$ cat src/design/snfs_pkg.sv
// ----------------------------------------------------------------------------
// snfs_pkg
// Shared widths, word types and sequencer states of the sparse forward solve.
// ----------------------------------------------------------------------------
`default_nettype none

package snfs_pkg;

  localparam int DW        = 32;  // Q16.16 data width
  localparam int NBW       = 11;  // neighbor row field width
  localparam int RIW       = 10;  // emitted row number width
  localparam int ACCW      = 68;  // exact sum of rhs and four products
  localparam int QW        = 64;  // dividend / quotient width
  localparam int MAX_LANES = 4;

  localparam int NEIGHBORS_DEF = 4;
  localparam int ROWS_DEF      = 1024;

  typedef struct packed {
    logic                  start_req;
    logic signed [DW-1:0]  rhs;
    logic signed [DW-1:0]  diag;
    logic signed [DW-1:0]  coef_a;
    logic signed [DW-1:0]  coef_b;
    logic signed [DW-1:0]  coef_c;
    logic signed [DW-1:0]  coef_d;
    logic [NBW-1:0]        nbr_a;
    logic [NBW-1:0]        nbr_b;
    logic [NBW-1:0]        nbr_c;
    logic [NBW-1:0]        nbr_d;
  } in_word_t;

  typedef struct packed {
    logic signed [DW-1:0]  solution;
    logic [RIW-1:0]        row_index;
    logic                  div_error;
  } out_word_t;

  typedef struct packed {
    logic                  busy;
    logic signed [DW-1:0]  res;
    logic                  err;
  } div_stat_t;

  typedef enum logic [2:0] {
    ST_IDLE,
    ST_READ,
    ST_LAST,
    ST_SUM,
    ST_DSTART,
    ST_DIV
  } state_t;

endpackage

`default_nettype wire

$ cat src/design/snfs_lane.sv
// ----------------------------------------------------------------------------
// snfs_lane
// One neighbor lane: decides use, forms the read address, multiplies.
// ----------------------------------------------------------------------------
`default_nettype none

module snfs_lane
  import snfs_pkg::*;
#(
  parameter int POS = 1,
  parameter int AW  = 10
) (
  input  wire logic                  clk,
  input  wire logic                  ld,
  input  wire logic signed [DW-1:0]  coef,
  input  wire logic [NBW-1:0]        nbr,
  input  wire logic [AW-1:0]         row,
  input  wire logic signed [DW-1:0]  rd_data,
  output logic [AW-1:0]              addr,
  output logic signed [2*DW-1:0]     prod
);

  localparam int CW = ((AW > NBW) ? AW : NBW) + 1;
  localparam logic signed [2*DW-1:0] PROD_ZERO = '0;

  logic [CW-1:0]           nbr_w;
  logic [CW-1:0]           row_w;
  logic                    use_c;
  logic signed [2*DW-1:0]  prod_r;

  // check position, empty slot and causality
  assign nbr_w = CW'(nbr);
  assign row_w = CW'(row);
  assign use_c = (CW'(POS) <= row_w) && (nbr != '0) && ((nbr_w - CW'(1)) < row_w);
  assign addr  = AW'(nbr_w - CW'(1));

  // multiply the stored value, or drop the lane
  always_ff @(posedge clk) begin
    if (ld) begin
      prod_r <= use_c ? (coef * rd_data) : PROD_ZERO;
    end
  end

  assign prod = prod_r;

endmodule

`default_nettype wire

$ cat config.mk
export PLATFORM = sky130hd
export DESIGN_NAME = snfs_lane
export DESIGN_NICKNAME = d
export VERILOG_FILES = /design/src/design/snfs_pkg.sv /design/src/design/snfs_lane.sv
export SDC_FILE = /design/constraint.sdc
export NUM_CORES = 2
export LEC_CHECK = 0
export BUFFER_PORTS_ARGS = -buffer_cell sky130_fd_sc_hd__buf_2
export CORE_MARGIN = 2
export CORE_UTILIZATION = 55
export CTS_CLUSTER_SIZE = 40
export DETAILED_ROUTE_END_ITERATION = 10
export GPL_TIMING_DRIVEN = 1
export PLACE_DENSITY = 0.74
export SLEW_MARGIN = 40
export SYNTH_ARGS = -nofsm -noshare
export SYNTH_HDL_FRONTEND = slang
export SYNTH_SLANG_ARGS = --single-unit
export TNS_END_PERCENT = 10
$ cat constraint.sdc
create_clock -name clk -period 17.7 [get_ports clk]
set_input_delay 2.655 -clock clk [delete_from_list [all_inputs] [get_ports clk]]
set_output_delay 2.655 -clock clk [all_outputs]
set_load 0.005 [all_outputs]
==> run metrics <==
# setup viols final 0; clk sinks 64; Required @ worst endpoint between 15 and 20 ns; Top FF cell, synth edfxtp_1; Synth area leader fa_1; post-synthesis register bit count 64; H-tree levels 3; setup TNS 0 ns; Final period util between 60% and 70%; Fin. Hold Viols 0; total wire length between 90 and 100 mm; largest net degree at the start of global routing 65; number of routed nets with antenna violations 0; width of the die roughly 270 um; Vias 26800; initial antenna violation count 8; clk root buf clkbuf_16; crit path kind input pin to flip-flop; vias in the first global route roughly 30000; Min-Delay Path Depth 2; max-slew violations 0; Synth area leaders fa_1 56%, inv_1 9.5%, and2_1 8.4%; Ys Warns 0; ratio of cells with drive above 1 in the final layout between 4 and 5%; Gates resized, CTS repair 0; Worst Hold End prod[61]; max cap viols 0; fmax roughly 93 MHz; Post-synth EDFFs between 60 and 70; Crit. End Element flip-flop; post-synth cell types 66; worst-margin pin slew about 0.83 ns; wire per inst around 19 um; Area Growth Syn to Fin 3.90%; Residual DRC 0; IO Port Bufs 160; DR pass1 iterations 5; Worst EP arrival 10.80 ns; Via density approximately 5.4; RSZ-0062 raised after global routing false; commonest non-fill, non-tap cell in the layout fa_1; starting density of the core 55.5%; Syn Nets 5424; hold wc startpoint ld; Layout fillers 6124; core area 69900 sq um; Cells after Synth slightly above 4000; DIE HEIGHT roughly 270 um; die area ~73000 sq um; syn_area_per_cell approximately 9.6 sq um; RD Place Congestion about 0.92; Total Routing Usage GR about 27%; relative slew slack 44.4%; Max clock buf depth 2; clk slew on worst S/H paths about 0.06 ns; DRT iter0 DRCs about 1600; Post-CTS Setup Inserts 0; I/O pins 161; asr flop ratio synth 0%; Post-DP HPWL about 80 mm; GRT overflow 0; synthesized area slightly below 40000 sq um; Tmin final roughly 11 ns; status complete, no violations; CTS tree yes; hold buffer count at cts 0; number of flip-flops in the largest register 64; TritonCTS Buffers 9; share of Yosys cell area claimed by the top area cell type between 50% and 60%; Seq/Total Area, Yosys ~5.0%; first-pass GRT wire length approximately 160 mm; CP Max Fanout 32; Worst Hold Class input pin to flip-flop; Std-Cell Rows 97; nets@finish between 5000 and 6000; nature of the critical path startpoint input pin; most frequent cells in the layout 1082 x fa_1, 986 x inv_1, 522 x nand2_1, 521 x and2_1, 194 x ha_1
critical path: stages:
cell,delay (ns)
buf_2,0.52
nand2_1,0.25
inv_1,0.15
fa_1,0.39
inv_1,0.23
fa_1,0.53
inv_1,0.17
fa_1,0.48
fa_1,0.90
inv_1,0.35
fa_1,0.56
inv_1,0.05
fa_1,0.49
fa_1,0.50
inv_1,0.05
fa_1,0.49
inv_1,0.04
ha_1,0.40
nand4_1,0.25
or3_1,0.43
a211oi_2,0.28
o21ai_1,0.16
nand3_1,0.13
a31oi_1,0.11
xor2_1,0.16
nor2_1,0.05
area by class of cell:
cell class | instances | area, sq um | area share [%]
antenna | 4 | 10.0 | 0.0248
clock buffer | 9 | 225 | 0.558
clock inverter | 7 | 38.8 | 0.0962
inverter | 986 | 3700 | 9.18
multi-input combinational | 2799 | 32400 | 80.3
sequential | 64 | 1920 | 4.77
tap | 940 | 1180 | 2.92
timing repair buffer | 167 | 857 | 2.13
cell usage after synthesis, drive strengths merged, types with 4 or more instances:
cell,number
xnor2,43
inv,986
a211oi,7
nand2b,12
nor3,12
nor2,103
and2,521
nand2,522
o21bai,17
xor2,33
nand4,12
edfxtp,64
nor3b,4
nor2b,4
fa,1082
ha,194
or3,4
o21ai,35
clkbuf,209
o21a,9
a31oi,8
a21o,40
and3,10
a21oi,65
o211ai,5
nand3,11
how the worst max path moves through the flow:
stage	from	end	slack (ns)
after floorplan	coef[31]	prod[58]	7.64
after global placement	coef[31]	prod[61]	6.79
after detailed placement	coef[31]	prod[58]	6.62
after CTS	coef[31]	prod[58]	6.99
after global routing	coef[31]	prod[58]	6.43
final	coef[31]	prod[58]	6.98
per-layer routing:
metal / part of all wire [%] / vias to the layer above / track usage [%]
li1: - / 11600 / -
met1: 37 / 14200 / 32.9
met2: 53 / 767 / 49.5
met3: 4.1 / 243 / 2.63
met4: 5.9 / 4 / 13.6
met5: 0.024 / - / 0
per-stage QoR:
stage	hold WS [ns]	instance area (sq um)	setup WS, ns	std cells	util, %
final	2.88	40300	6.98	4976	57.7
after global routing	2.94	40300	6.43	4973	57.7
after CTS	3.01	40300	6.99	4972	57.7
after detailed placement	3.05	40000	6.62	4956	57.3
after global placement	3.05	40000	6.79	4956	57.3
after floorplan	2.77	38800	7.64	4061	-
logic make-up after synthesis:
kind of cell	share of synthesized area (%)
adders and majority gates	62.1
and+or+nand+nor	15.7
xor gates and xnor gates	1.71
DFF	4.95
muxes	0.0548
buffers and inverters	11.6
AOI/OAI and AO/OA	3.87
Power is not shown: default switching activity piles up to over one toggle a cycle in this logic, so the estimate is an artifact.
