==> config.mk <==
export PLATFORM = sky130hd
export DESIGN_NAME = snfs_div
export DESIGN_NICKNAME = d
export VERILOG_FILES = /design/src/design/snfs_pkg.sv /design/src/design/snfs_div.sv
export SDC_FILE = /design/constraint.sdc
export NUM_CORES = 1
export LEC_CHECK = 0
export CAP_MARGIN = 20
export CORE_MARGIN = 2
export CORE_UTILIZATION = 45
export DETAILED_ROUTE_END_ITERATION = 8
export DONT_BUFFER_PORTS = 1
export SYNTH_ARGS = -nofsm -noshare
export SYNTH_HDL_FRONTEND = slang
export SYNTH_SLANG_ARGS = --single-unit
==> constraint.sdc <==
create_clock -name clk -period 10.24 [get_ports clk]
set_input_delay 2.56 -clock clk [delete_from_list [all_inputs] [get_ports clk]]
set_output_delay 2.56 -clock clk [all_outputs]
set_load 0.01 [all_outputs]
==> src/design/snfs_pkg.sv <==
// ----------------------------------------------------------------------------
// snfs_pkg
// Shared widths, word types and sequencer states of the sparse forward solve.
// ----------------------------------------------------------------------------
`default_nettype none

package snfs_pkg;

  localparam int DW        = 32;  // Q16.16 data width
  localparam int NBW       = 11;  // neighbor row field width
  localparam int RIW       = 10;  // emitted row number width
  localparam int ACCW      = 68;  // exact sum of rhs and four products
  localparam int QW        = 64;  // dividend / quotient width
  localparam int MAX_LANES = 4;

  localparam int NEIGHBORS_DEF = 4;
  localparam int ROWS_DEF      = 1024;

  typedef struct packed {
    logic                  start_req;
    logic signed [DW-1:0]  rhs;
    logic signed [DW-1:0]  diag;
    logic signed [DW-1:0]  coef_a;
    logic signed [DW-1:0]  coef_b;
    logic signed [DW-1:0]  coef_c;
    logic signed [DW-1:0]  coef_d;
    logic [NBW-1:0]        nbr_a;
    logic [NBW-1:0]        nbr_b;
    logic [NBW-1:0]        nbr_c;
    logic [NBW-1:0]        nbr_d;
  } in_word_t;

  typedef struct packed {
    logic signed [DW-1:0]  solution;
    logic [RIW-1:0]        row_index;
    logic                  div_error;
  } out_word_t;

  typedef struct packed {
    logic                  busy;
    logic signed [DW-1:0]  res;
    logic                  err;
  } div_stat_t;

  typedef enum logic [2:0] {
    ST_IDLE,
    ST_READ,
    ST_LAST,
    ST_SUM,
    ST_DSTART,
    ST_DIV
  } state_t;

endpackage

`default_nettype wire

==> src/design/snfs_div.sv <==
// ----------------------------------------------------------------------------
// snfs_div
// Bit-serial signed divide of the exact sum by the diagonal, with saturation.
// ----------------------------------------------------------------------------
`default_nettype none

module snfs_div
  import snfs_pkg::*;
(
  input  wire logic                    clk,
  input  wire logic                    rst_n,
  input  wire logic                    start,
  input  wire logic signed [ACCW-1:0]  acc,
  input  wire logic signed [DW-1:0]    diag,
  output div_stat_t                    stat
);

  localparam logic signed [DW-1:0] SMAX = {1'b0, {(DW-1){1'b1}}};
  localparam logic signed [DW-1:0] SMIN = {1'b1, {(DW-1){1'b0}}};

  logic                    busy_r, busy_nxt;
  logic                    spec_r;
  logic [6:0]              cnt_r;
  logic [DW-1:0]           rem_r;
  logic [QW-1:0]           q_r;
  logic [DW-1:0]           dmag_r;
  logic                    qsgn_r;
  logic signed [DW-1:0]    res_r;
  logic                    err_r;

  logic                    fits;
  logic                    neg;
  logic [QW-1:0]           mag;
  logic [DW:0]             sh;
  logic [DW:0]             diff;
  logic                    ge;
  logic [QW-1:0]           q_nxt;
  logic                    last;

  // classify the dividend
  assign fits = (&acc[ACCW-1:QW-1]) || !(|acc[ACCW-1:QW-1]);
  assign neg  = acc[ACCW-1];
  assign mag  = neg ? (~acc[QW-1:0] + QW'(1)) : acc[QW-1:0];

  // one restoring step
  assign sh    = {rem_r, q_r[QW-1]};
  assign diff  = sh - {1'b0, dmag_r};
  assign ge    = !diff[DW];
  assign q_nxt = {q_r[QW-2:0], ge};
  assign last  = (cnt_r == 7'(QW-1));

  assign busy_nxt = start ? 1'b1 : (busy_r && !(spec_r || last));

  always_ff @(posedge clk) begin
    if (!rst_n) begin
      busy_r <= 1'b0;
    end else begin
      busy_r <= busy_nxt;
    end
  end

  // load, step and finish
  always_ff @(posedge clk) begin
    if (start) begin
      cnt_r  <= '0;
      rem_r  <= '0;
      q_r    <= mag;
      dmag_r <= diag[DW-1] ? (~diag + DW'(1)) : diag;
      qsgn_r <= neg ^ diag[DW-1];
      spec_r <= (diag == '0) || !fits;
      err_r  <= (diag == '0) || !fits;
      if (diag == '0) begin
        res_r <= neg ? SMIN : ((acc == '0) ? '0 : SMAX);
      end else begin
        res_r <= (neg != diag[DW-1]) ? SMIN : SMAX;
      end
    end else if (busy_r && !spec_r) begin
      cnt_r <= cnt_r + 7'd1;
      rem_r <= ge ? diff[DW-1:0] : sh[DW-1:0];
      q_r   <= q_nxt;
      if (last) begin
        if (qsgn_r && (q_nxt != '0)) begin
          if (q_nxt > QW'(64'h8000_0000)) begin
            res_r <= SMIN;
            err_r <= 1'b1;
          end else begin
            res_r <= DW'(~q_nxt + QW'(1));
            err_r <= 1'b0;
          end
        end else begin
          if (q_nxt > QW'(64'h7FFF_FFFF)) begin
            res_r <= SMAX;
            err_r <= 1'b1;
          end else begin
            res_r <= q_nxt[DW-1:0];
            err_r <= 1'b0;
          end
        end
      end
    end
  end

  assign stat.busy = busy_r;
  assign stat.res  = res_r;
  assign stat.err  = err_r;

endmodule

`default_nettype wire

==> run_results.csv <==
group,metric,value,unit
timing,rsz0062_at_grt,"false",
critical_path,slowest_stage,"nor4_1",
cells_and_area,fill_cells,2338,
detailed_routing,routed_wirelength,28.3,mm
clock_tree,cts_setup_buffers,0,
floorplanning,coreArea,24500,um2
job,cap_violations,0,
timing,post-route-period-util,61.4,%
clock_tree,cts_buffer_depth,2,
cells_and_area,nNetsFinal,1354,
hold_path,hold_path_class,"reg2reg",
clock_tree,cts.clk_slew.worst_paths,70,ps
critical_path,worstPathCellList,"or4_1 -> nor4_1 -> nand2b_1 -> or4_1 -> or2_2 -> nor4_1 -> nor2_1 -> a22oi_1 -> o21ai_0",
critical_path,critPathArrivalTime,6410,ps
detailed_routing,vias_per_cell,5.93,
cells_and_area,diodes,0,
critical_path,crit_path_start_kind,"input pin",
grt,grt_pass1_vias,8942,
grt,grt_start_max_net_pins,208,
hold_path,min_from,"rem_r[16]$_SDFFE_PP0P_",
synth,ys_warn_count,0,
clock_tree,cts_buffers,17,
synth,synth_cell_types,63,
power,seq_power_share,49.2,%
power,p_comb_share,15.4,%
critical_path,worstSetupPathType,"in2reg",
synth,synth-seq-cells,171,
timing,max_freq,0.159,GHz
placement,io_buffers,0,
power,p_clk_share,35.4,%
cells_and_area,area_delta_synth_final,6.70,%
timing,finalWorstSetupSlack,3960,ps
detailed_routing,drtPass1Iterations,5,
synth,syn-mean-instance-area,8.99,um2
synth,syn_inst,1255,
floorplanning,num_rows,57,
detailed_routing,initialDrtViolationCount,639,
clock_tree,cts_tree,"done",
critical_path,cp.required,10370,ps
placement,hpwl,20.2,mm
outcome,status,"complete, no violations",
timing,fin_setup_tns,0,ps
synth,synth_nets,1395,
critical_path,max_stage_delay,780,ps
clock_tree,clock_latency,440,ps
floorplanning,start_util,46.1,%
cells_and_area,drive_gt1_share,4.89,%
timing,setup_viol,0,
grt,gr-usage-all-layers,21.9,%
synth,yosysSeqAreaShare,42.0,%
critical_path,setup.worst_path.start,"acc[47]",
power,swShare,29.2,%
power,vdd_drop_max,0.0978,mV
timing,fin_worst_skew,13.0,ps
power,leakage,0.00431,uW
timing,period_needed,6280,ps
critical_path,end_kind,"flop",
timing,slew_headroom,30.2,%
clock_tree,clock-sinks,171,
grt,antenna_found_initial,0,
clock_tree,root_buffer,"clkbuf_16",
synth,syn_area,11300,um2
timing,finalMaxSlewViolations,0,
placement,pre_cts_slack,3620,ps
power,p_switching,521,uW
clock_tree,cts_hold_buf,0,
clock_tree,htreeDepth,4,
synth,async_flop_share,0,%
detailed_routing,wl_per_cell,18.3,um
floorplanning,pin_count,137,
grt,grt_first_pass_wirelength,46.1,mm
power,p_int,1260,uW
synth,synth-main-ff-cell,"edfxtp_1",
clock_tree,post_cts_resize_count,0,
floorplanning,chipHeight,162,um
power,power_density,148,nW/um2
timing,tightest_slew,1050,ps
critical_path,worst-path-max-fanout,12,
timing,finalHoldViolCount,0,
detailed_routing,via_count,9198,
synth,synth_edf_count,131,
floorplanning,die_x,162,um
critical_path,r2r-start,"q_r[63]$_DFFE_PP_",
detailed_routing,drc,0,
placement,gp_congestion,0.900,
detailed_routing,final_antenna_net_count,0,
floorplanning,die_area,26300,um2
grt,gr-total-overflow,0,
## power groups by stage
stage / Clock [uW] / Sequential, uW / Combinational (uW)
floorplan: 0 / 873 / 237
global placement: 0 / 893 / 271
detailed placement: 0 / 893 / 274
CTS: 643 / 878 / 275
global route: 670 / 886 / 315
finish: 632 / 878 / 274
## metal layers
metal / track usage [%] / part of all wire [%]
met2: 34.0 / 44
met3: 5.06 / 6.8
met1: 30.8 / 48
met5: 0 / 0
met4: 6.23 / 1.5
## through the flow
| stage | cell area [um2] | power [uW] | std cells | utilization [%] | hold slack (ps) |
|---|---|---|---|---|---|
| after floorplan | 11300 | 1110 | 1255 | - | 449 |
| after detailed placement | 11500 | 1170 | 1519 | 46.9 | 465 |
| after global routing | 12000 | 1870 | 1551 | 49.2 | 497 |
| after global placement | 11500 | 1160 | 1519 | 46.9 | 460 |
| after CTS | 12000 | 1800 | 1551 | 49.2 | 474 |
| final | 12000 | 1780 | 1551 | 49.2 | 474 |
## cell usage in the layout (no fill, tap or decap), types with 19 or more instances in the layout
master / instances
a21oi_1: 121
inv_1: 49
nor3_1: 37
nor4_1: 22
or4_1: 19
o31ai_1: 32
xnor2_1: 57
o211ai_1: 19
or3_1: 21
edfxtp_1: 131
xor2_1: 69
a21o_1: 25
o21ai_0: 92
dfxtp_1: 40
nand2_1: 96
ha_1: 36
nor2_1: 126
## cell type report
cell class / instances / area, um2 / share of cell area (%)
multi-input cells: 966 / 6090 / 50.6
flip-flops and latches: 171 / 4730 / 39.3
clock buffers: 17 / 425 / 3.54
well taps: 324 / 405 / 3.37
inverters: 51 / 191 / 1.59
clock inverters: 15 / 131 / 1.09
repair buffers: 7 / 52.6 / 0.437
## cell usage after synthesis, types with 4 or more instances
cell type,n,area [um2]
or3_1,21,131
a21o_1,25,188
or4_1,19,143
xor2_1,69,604
nor2_1,126,473
nand2_1,97,364
or2_2,10,62.6
and2_1,5,31.3
o21a_1,5,37.5
o31a_1,6,52.6
mux2i_1,4,40.0
nand3_1,18,90.1
nand4_1,6,37.5
clkbuf_1,58,218
buf_1,4,15.0
a31oi_1,15,93.8
and3_1,11,68.8
a211oi_1,13,97.6
o31ai_1,32,240
o21ai_0,92,460
nand2b_1,13,81.3
a21oi_1,121,606
xnor2_1,57,499
o311ai_1,6,52.6
nand3b_1,4,30.0
nor3_1,37,185
o211ai_1,19,143
a41oi_1,4,35.0
a311oi_1,10,87.6
o21bai_1,6,45.0
o41ai_1,17,149
ha_1,36,450
edfxtp_1,131,3930
dfxtp_1,40,801
inv_1,49,184
nor4_1,22,138
## state kept, by name, summed over array words and instances, names as in the netlist
signal / flops
busy_r: 1
cnt_r: 7
dmag_r: 32
err_r: 1
q_r: 64
qsgn_r: 1
rem_r: 32
res_r: 32
spec_r: 1
## path summary, 6_finish.rpt
check	to	slack [ps]	cells after the start
hold / removal	rem_r[16]$_SDFFE_PP0P_	470	2
setup / recovery	res_r[7]$_DFFE_PP_	3960	9
setup reg to reg	res_r[7]$_DFFE_PP_	4880	16
hold reg to reg	rem_r[16]$_SDFFE_PP0P_	470	2
## kinds of logic after synthesis
kind of cell             count (synthesis)  synth area share (%)
buffers and inverters                  118                  4.08
AND/OR/NAND/NOR                        405                  17.5
adder cells (fa/ha/maj)                 37                  4.17
flip-flops                             171                  42.0
AO/OA/AOI/OAI                          393                  22.0
XOR/XNOR                               126                  9.79
multiplexers                             5                 0.455
## critical path, delay by kind of cell
| kind | cells | cell delay [ps] |
|---|---|---|
| compound gates | 2 | 1010 |
| simple gates | 7 | 2830 |
Note: power is estimated with default switching activity, not from simulation.
